$ cat config.mk
export PLATFORM = sky130hd
export DESIGN_NAME = dual_axis_step_pulse_generator_top
export DESIGN_NICKNAME = d
export VERILOG_FILES = /design/src/rtl/dasp_pkg.sv /design/src/rtl/dual_axis_step_pulse_generator_top.sv /design/src/rtl/dasp_datapath.sv /design/src/rtl/dasp_ctrl.sv
export SDC_FILE = /design/constraint.sdc
export NUM_CORES = 2
export LEC_CHECK = 0
export CORE_MARGIN = 1.5
export CORE_UTILIZATION = 55
export DETAILED_ROUTE_END_ITERATION = 16
export DONT_BUFFER_PORTS = 1
export HOLD_SLACK_MARGIN = 0.1
export PLACE_DENSITY = 0.73
export SLEW_MARGIN = 30
export SYNTH_ARGS = -nofsm -noshare
export SYNTH_HDL_FRONTEND = slang
export SYNTH_SLANG_ARGS = --single-unit
$ cat constraint.sdc
create_clock -name clk -period 12.91 [get_ports clk]
set_input_delay 2.582 -clock clk [delete_from_list [all_inputs] [get_ports clk]]
set_output_delay 2.582 -clock clk [all_outputs]
set_load 0.005 [all_outputs]
$ cat src/rtl/dasp_pkg.sv
package dasp_pkg;
  localparam int MOVE_BITS_DEF = 24;
  localparam int POSITION_BITS_DEF = 32;
  localparam int CFG_BITS = 16;
  localparam logic [0:0] CFG_IDX_A = 1'b0;
  localparam logic [0:0] CFG_IDX_B = 1'b1;
  localparam logic REQ_TICK = 1'b0;
  localparam logic REQ_MOVE = 1'b1;

  typedef struct packed {
    logic load;
    logic div_start;
    logic div_take;
    logic tick;
    logic finish_zero;
  } dasp_cmd_t;

  typedef struct packed {
    logic div_done;
    logic busy;
    logic both_zero;
  } dasp_sts_t;
endpackage

$ cat src/rtl/dual_axis_step_pulse_generator_top.sv
// channel | dir | tdata fields (low bit up)                    | tuser
// s_axis  | in  | move_steps_a, move_steps_b, min_a, max_a, min_b, max_b | req_type
// m_axis  | out | step_a, step_b, dir_a, dir_b, busy, position_a, position_b | -
// Tick: one transfer per cycle while the output is free.
// Move: the result waits on the one-bit-a-cycle divider run per axis; a zero count
//   quits its division, two zero counts skip the divider; a busy move loads nothing.
// Reset: synchronous, all control and positions cleared, periods at 1000.
// Output stall holds the result and blocks the next input.
module dual_axis_step_pulse_generator_top #(
  parameter int MOVE_BITS = dasp_pkg::MOVE_BITS_DEF,
  parameter int POSITION_BITS = dasp_pkg::POSITION_BITS_DEF
) (
  input  logic clk,
  input  logic rst,
  input  logic s_axis_tvalid,
  output logic s_axis_tready,
  // steps_a, steps_b, min_a, max_a, min_b, max_b, ignored pad
  input  logic [((2*MOVE_BITS+4+7)/8)*8-1:0] s_axis_tdata,
  input  logic s_axis_tuser, // req_type
  output logic m_axis_tvalid,
  input  logic m_axis_tready,
  // step_a, step_b, dir_a, dir_b, busy, position_a, position_b, zero pad
  output logic [((2*POSITION_BITS+5+7)/8)*8-1:0] m_axis_tdata,
  input  logic cfg_we,
  input  logic [0:0] cfg_index,
  input  logic [dasp_pkg::CFG_BITS-1:0] cfg_data
);
  import dasp_pkg::*;
  localparam int OW = ((2*POSITION_BITS+5+7)/8)*8;
  logic [CFG_BITS-1:0] base_a, base_b;
  dasp_cmd_t cmd;
  dasp_sts_t sts;
  logic sa, sb, da, db;
  logic signed [POSITION_BITS-1:0] pa, pb;

  always_ff @(posedge clk) begin
    if (rst) begin
      base_a <= CFG_BITS'(1000); base_b <= CFG_BITS'(1000);
    end else if (cfg_we) begin
      if (cfg_index == CFG_IDX_A) base_a <= cfg_data;
      else base_b <= cfg_data;
    end
  end

  dasp_ctrl u_ctrl (
    .clk, .rst, .in_valid(s_axis_tvalid), .req(s_axis_tuser), .sts, .cmd,
    .in_ready(s_axis_tready), .out_valid(m_axis_tvalid), .out_ready(m_axis_tready)
  );

  dasp_datapath #(.MOVE_BITS(MOVE_BITS), .POSITION_BITS(POSITION_BITS)) u_dp (
    .clk, .rst, .cmd, .sts, .base_a, .base_b,
    .steps_a(s_axis_tdata[MOVE_BITS-1:0]),
    .steps_b(s_axis_tdata[2*MOVE_BITS-1:MOVE_BITS]),
    .min_a(s_axis_tdata[2*MOVE_BITS]), .max_a(s_axis_tdata[2*MOVE_BITS+1]),
    .min_b(s_axis_tdata[2*MOVE_BITS+2]), .max_b(s_axis_tdata[2*MOVE_BITS+3]),
    .step_a(sa), .step_b(sb), .dir_a(da), .dir_b(db), .pos_a(pa), .pos_b(pb)
  );

  assign m_axis_tdata = OW'({pb, pa, sts.busy, db, da, sb, sa});

  a_hold: assert property (@(posedge clk) disable iff (rst)
    m_axis_tvalid && !m_axis_tready |=> m_axis_tvalid) else $error("result lost");
  a_noacc: assert property (@(posedge clk) disable iff (rst)
    m_axis_tvalid && !m_axis_tready |-> !s_axis_tready) else $error("overrun");
endmodule

$ cat src/rtl/dasp_datapath.sv
module dasp_datapath #(
  parameter int MOVE_BITS = dasp_pkg::MOVE_BITS_DEF,
  parameter int POSITION_BITS = dasp_pkg::POSITION_BITS_DEF
) (
  input  logic clk,
  input  logic rst,
  input  dasp_pkg::dasp_cmd_t cmd,
  output dasp_pkg::dasp_sts_t sts,
  input  logic [dasp_pkg::CFG_BITS-1:0] base_a,
  input  logic [dasp_pkg::CFG_BITS-1:0] base_b,
  input  logic signed [MOVE_BITS-1:0] steps_a,
  input  logic signed [MOVE_BITS-1:0] steps_b,
  input  logic min_a,
  input  logic max_a,
  input  logic min_b,
  input  logic max_b,
  output logic step_a,
  output logic step_b,
  output logic dir_a,
  output logic dir_b,
  output logic signed [POSITION_BITS-1:0] pos_a,
  output logic signed [POSITION_BITS-1:0] pos_b
);
  import dasp_pkg::*;
  localparam int MB = MOVE_BITS - 1;
  localparam int HB = CFG_BITS + MB + 1;
  localparam int QB = $clog2(HB + 1);

  logic [MB-1:0] rem_a, rem_b, taken_a, taken_b, na, nb;
  logic [HB-1:0] half_a, half_b, cnt_a, cnt_b, longest;
  logic phase_a, phase_b;
  logic [HB-1:0] quo, rmd;
  logic [QB-1:0] bitc;
  logic div_run, div_sel;
  logic zmin_a, zmin_b;

  function automatic logic [MB-1:0] mag(input logic [MOVE_BITS-1:0] v);
    logic [MOVE_BITS-1:0] m;
    m = v[MOVE_BITS-1] ? (~v + 1'b1) : v;
    if (m[MOVE_BITS-1]) return {MB{1'b1}};
    return m[MB-1:0];
  endfunction

  logic [MB-1:0] ma, mb;
  logic [HB-1:0] pa, pb;
  assign ma = mag(steps_a);
  assign mb = mag(steps_b);
  assign pa = HB'(base_a) * HB'(ma);
  assign pb = HB'(base_b) * HB'(mb);

  logic [MB-1:0] dvs;
  logic [HB:0] trial;
  assign dvs = div_sel ? nb : na;
  assign trial = {rmd, longest[bitc - 1'b1]} - (HB + 1)'(dvs);

  assign sts.busy = (rem_a != '0) || (rem_b != '0);
  assign sts.div_done = !div_run;
  assign sts.both_zero = (na == '0) && (nb == '0);

  always_ff @(posedge clk) begin
    if (rst) begin
      rem_a <= '0; rem_b <= '0; taken_a <= '0; taken_b <= '0;
      cnt_a <= '0; cnt_b <= '0; phase_a <= 1'b1; phase_b <= 1'b1;
      dir_a <= 1'b0; dir_b <= 1'b0; pos_a <= '0; pos_b <= '0;
      step_a <= 1'b0; step_b <= 1'b0; div_run <= 1'b0; div_sel <= 1'b0;
      half_a <= '0; half_b <= '0; na <= '0; nb <= '0;
    end else begin
      if (cmd.load) begin
        na <= ma; nb <= mb;
        dir_a <= steps_a[MOVE_BITS-1]; dir_b <= steps_b[MOVE_BITS-1];
        zmin_a <= min_a; zmin_b <= min_b;
        longest <= (pa > pb) ? pa : pb;
        cnt_a <= '0; cnt_b <= '0; phase_a <= 1'b1; phase_b <= 1'b1;
        taken_a <= '0; taken_b <= '0; step_a <= 1'b0; step_b <= 1'b0;
        half_a <= '0; half_b <= '0; div_sel <= 1'b0;
      end
      if (cmd.div_start) begin
        div_run <= 1'b1; bitc <= QB'(HB); quo <= '0; rmd <= '0;
      end else if (div_run) begin
        if (dvs == '0) begin
          div_run <= 1'b0;
        end else if (bitc == '0) begin
          if (div_sel) half_b <= quo;
          else half_a <= quo;
          div_run <= 1'b0;
        end else begin
          bitc <= bitc - 1'b1;
          if (!trial[HB]) begin
            rmd <= trial[HB-1:0]; quo <= {quo[HB-2:0], 1'b1};
          end else begin
            rmd <= {rmd[HB-2:0], longest[bitc - 1'b1]}; quo <= {quo[HB-2:0], 1'b0};
          end
        end
      end
      if (cmd.div_take) begin
        if (!div_sel) div_sel <= 1'b1;
        else begin
          rem_a <= na; rem_b <= nb;
        end
      end
      if (cmd.finish_zero) begin
        if (zmin_a) pos_a <= '0;
        if (zmin_b) pos_b <= '0;
      end
      if (cmd.tick) begin : tk
        logic [MB-1:0] ra, rb, ta, tb;
        logic ok_a, ok_b;
        ra = rem_a; rb = rem_b; ta = taken_a; tb = taken_b;
        ok_a = !(dir_a ? min_a : max_a);
        ok_b = !(dir_b ? min_b : max_b);
        if (rem_a != '0) begin
          if (cnt_a + 1'b1 <= half_a) cnt_a <= cnt_a + 1'b1;
          else begin
            cnt_a <= '0; step_a <= phase_a && ok_a; phase_a <= !phase_a;
            if (!phase_a) begin
              ra = ra - 1'b1;
              if (ok_a) ta = ta + 1'b1;
            end
          end
        end
        if (rem_b != '0) begin
          if (cnt_b + 1'b1 <= half_b) cnt_b <= cnt_b + 1'b1;
          else begin
            cnt_b <= '0; step_b <= phase_b && ok_b; phase_b <= !phase_b;
            if (!phase_b) begin
              rb = rb - 1'b1;
              if (ok_b) tb = tb + 1'b1;
            end
          end
        end
        if (ra == '0 && rb == '0) begin
          pos_a <= min_a ? '0 : (dir_a ? pos_a - POSITION_BITS'(ta) : pos_a + POSITION_BITS'(ta));
          pos_b <= min_b ? '0 : (dir_b ? pos_b - POSITION_BITS'(tb) : pos_b + POSITION_BITS'(tb));
          ta = '0; tb = '0;
        end
        rem_a <= ra; rem_b <= rb; taken_a <= ta; taken_b <= tb;
      end
    end
  end
endmodule

$ cat src/rtl/dasp_ctrl.sv
module dasp_ctrl (
  input  logic clk,
  input  logic rst,
  input  logic in_valid,
  input  logic req,
  input  dasp_pkg::dasp_sts_t sts,
  output dasp_pkg::dasp_cmd_t cmd,
  output logic in_ready,
  output logic out_valid,
  input  logic out_ready
);
  import dasp_pkg::*;
  localparam logic [1:0] S_RUN = 2'd0;
  localparam logic [1:0] S_DIV = 2'd1;
  localparam logic [1:0] S_DIV2 = 2'd2;

  logic [1:0] state, state_next;
  logic ov_next, acc;
  logic second, second_next;

  assign in_ready = (state == S_RUN) && (!out_valid || out_ready);
  assign acc = in_valid && in_ready;

  always_comb begin
    cmd = '0;
    state_next = state;
    second_next = second;
    ov_next = out_valid && !out_ready;
    unique case (state)
      S_RUN: begin
        if (acc) begin
          if (req == REQ_MOVE) begin
            if (sts.busy) ov_next = 1'b1;
            else begin
              cmd.load = 1'b1;
              state_next = S_DIV;
            end
          end else begin
            cmd.tick = sts.busy;
            ov_next = 1'b1;
          end
        end
      end
      S_DIV: begin
        if (sts.both_zero) begin
          cmd.finish_zero = 1'b1;
          ov_next = 1'b1;
          state_next = S_RUN;
        end else begin
          cmd.div_start = 1'b1;
          state_next = S_DIV2;
        end
      end
      S_DIV2: begin
        if (sts.div_done) begin
          cmd.div_take = 1'b1;
          if (second) begin
            second_next = 1'b0;
            ov_next = 1'b1;
            state_next = S_RUN;
          end else begin
            second_next = 1'b1;
            state_next = S_DIV;
          end
        end
      end
      default: begin
        state_next = S_RUN;
        second_next = 1'b0;
      end
    endcase
  end

  always_ff @(posedge clk) begin
    if (rst) begin
      state <= S_RUN; out_valid <= 1'b0; second <= 1'b0;
    end else begin
      state <= state_next;
      out_valid <= ov_next;
      second <= second_next;
    end
  end
endmodule
==> impl_metrics.tcl <==
set metrics [dict create \
    finalHoldViolCount 0 \
    area_growth_pct 6.93 \
    path_common_cell "fa_1" \
    dieWidth_um 329 \
    setup_viol 0 \
    clock-sinks 533 \
    min_path_cells 2 \
    initial_utilization_pct 55.5 \
    timing.rr.end "u_dp.pos_b[31]" \
    vias 48700 \
    final_cell_mix "983 x nand2_1, 849 x inv_1, 587 x fa_1" \
    dp.cells 8208 \
    postRouteAntennaNets 0 \
    setup_tns_ps 0 \
    fin_nets 7985 \
    syn_inst 6986 \
    grt_pass1_vias 49700 \
    maxCapViolations 0 \
    async_reset_ff_share_pct 0 \
    min_period_ps 12490 \
    grt.overflow.total 0 \
    drt-wirelength-per-cell_um 18.1 \
    critPathLaunch "s_axis_tdata[1]" \
    synth_cell_types 103 \
    die-height_um 329 \
    synth_top_family_by_area "adder cells" \
    design.die.area_mm2 0.108 \
    yosysSeqAreaShare_pct 20.4 \
    portBuffers 0 \
    rsz0062_at_grt "false" \
    synth_compound_gate_area_share_pct 13.6 \
    r2r-start "u_dp.cnt_b[0]" \
    netlist.top_cell.by_area "fa_1" \
    status "completed" \
    worstSetupPathType "in -> reg" \
    wirelength_um 150000 \
    rows 119 \
    synthSimpleGateAreaFrac_pct 21.0 \
    synth_top_cell_area_share_pct 20.1 \
    grt_pass1_wl_um 250000 \
    hold_slack_ps 458 \
    top_level_ports 153 \
    dr.pass1.iters 8 \
    cp-start-kind "input pin" \
    cts_buffers 61 \
    antenna_found_initial 0 \
    drc 0 \
    final_common_cell "nand2_1" \
    max_freq_ghz 0.0800 \
    cp_max_fo 14 \
    avgSynthCellArea_um2 8.36 \
    htree_levels 2 \
    clock_skew_ps 73.8 \
    drv_slew 0 \
    hpwlAfterDp_um 115000 \
    drt_iter0_markers 3762 \
    mappedNetlistArea_mm2 0.0584 \
    fin_crit_sh_pct 96.8 \
    avgViaCountPerCell 5.85 \
    yosys_register_bits 533 \
    clkSlewWorstSetupHoldPaths_ps 60 \
    critPathRequiredTime_ps 13270 \
    synthXorXnorAreaFrac_pct 5.58 \
    synth_edf_count 127 \
    coreArea_mm2 0.105 \
    endpoint "u_dp.longest[19]" \
    cp-end-kind "flop" \
    worst_pin_slew_ps 958 \
    cts_buffer_depth 3 \
    netlist_top_cells_area "fa_1 20%, dfxtp_1 14%, ha_1 9.4%" \
    relSlewSlack_pct 36.1 \
    clock_latency_ps 690 \
    grt_max_degree 389 \
    drive_gt1_share_pct 7.04 \
    fin_cells 8324 \
    diodes 0 \
    globalplace.congestion 0.945 \
    synthMuxAreaShare_pct 1.84 \
    r2r_cells 37 \
    cts_tree "yes" \
    clockRootBuffer "clkbuf_16" \
    arrival_ps 12860 \
    ys.flop_type "dfxtp_1" \
    crit_slowest_cell "fa_1" \
    synth_adder_area_share_pct 29.5 \
    reg2reg_slack_ps 2510 \
    grtUsageTotal_pct 28.1 \
    yosys_warnings 0 \
    fillers 9162 \
    cpPeakStageDelay_ps 550 \
    min_path_type "reg -> reg" \
]
-- kinds of logic (layout without fill, tap and decap cells) --
| kind of cell | count (synthesis) | in the layout |
|---|---|---|
| buffers and inverters | 1217 | 1162 |
| XOR/XNOR | 372 | 372 |
| adder cells (fa/ha/maj) | 1024 | 1024 |
| AND/OR/NAND/NOR | 2528 | 2528 |
| other | 1 | 3 |
| AO/OA/AOI/OAI | 1216 | 1216 |
| flip-flops | 533 | 533 |
| multiplexers | 95 | 95 |
-- synthesized netlist by cell type (all sizes together) (44+ instances only) --
cell type,count
a21o,98
a21oi,466
a22oi,122
and2,364
and3,59
clkbuf,325
dfxtp,406
edfxtp,127
fa,587
ha,437
inv,849
mux2i,77
nand2,984
nand2b,44
nand3,199
nand3b,44
nand4,67
nor2,416
nor3,122
nor4,44
o21ai,208
or3,48
xnor2,221
xor2,151
-- state kept, by name, summed over array words and instances (netlist names), 32 cells and up --
| name | flops |
|---|---|
| u_dp.quo | 40 |
| u_dp.cnt_b | 40 |
| u_dp.half_a | 40 |
| u_dp.rmd | 40 |
| u_dp.half_b | 40 |
| u_dp.pos_a | 32 |
| u_dp.pos_b | 32 |
| u_dp.cnt_a | 40 |
| u_dp.longest | 39 |
-- worst min path at each step --
| stage | end | start | slack (ps) |
|---|---|---|---|
| 3_5_place_dp | base_b[8] | base_b[8] | 450 |
| 4_1_cts | base_b[10] | base_b[10] | 460 |
| 6_report | base_b[10] | base_b[10] | 460 |
| 2_1_floorplan | u_dp.half_a[10] | u_dp.half_a[10] | 450 |
| 3_3_place_gp | base_b[1] | base_b[1] | 440 |
| 5_1_grt | base_b[4] | base_b[4] | 490 |
-- per-stage QoR --
stage	setup WS, ps	instance area [µm²]	util (%)
3_5_place_dp	-316	60300	57.3
5_1_grt	2.54	62500	59.3
3_3_place_gp	-123	60300	57.3
2_1_floorplan	12.1	58400	-
6_report	417	62500	59.3
4_1_cts	349	62400	59.3
-- what timing repair did --
action	in CTS	in global routing
hold buffers	0	0
endpoints found under the setup margin	0	39
gates resized for setup	0	6
setup buffers	0	1
-- final cells by class --
class                   instances  area (µm²)  share of cell area (%)
multi-input cells            5238       41900                    67.1
flip-flops and latches        533       11900                    19.1
inverters                     850        3190                    5.11
clock buffers                  96        1840                    2.95
well taps                    1391        1740                    2.79
repair buffers                198        1570                    2.52
clock inverters                18         234                   0.375
-- worst max-delay path, delay by kind of cell --
| kind | cells | cell delay [ps] |
|---|---|---|
| adder cells (fa/ha/maj) | 8 | 3540 |
| AND/OR/NAND/NOR | 13 | 2670 |
| XOR/XNOR | 1 | 170 |
| buffers and inverters | 8 | 960 |
| AO/OA/AOI/OAI | 15 | 2890 |
-- metal layers --
layer | GRT usage (%) | wire, µm | share of wire [%] | vias up
li1 | - | - | - | 23000
met1 | 34.6 | 61100 | 41 | 23900
met2 | 50.3 | 75500 | 50 | 1489
met3 | 3.15 | 8520 | 5.7 | 358
met4 | 10.2 | 5320 | 3.5 | 0
met5 | 0 | 0 | 0 | -
Power is left out: the tool's default activity adds up to more than one toggle a clock period on the data nets, which glitch-free logic cannot reach.
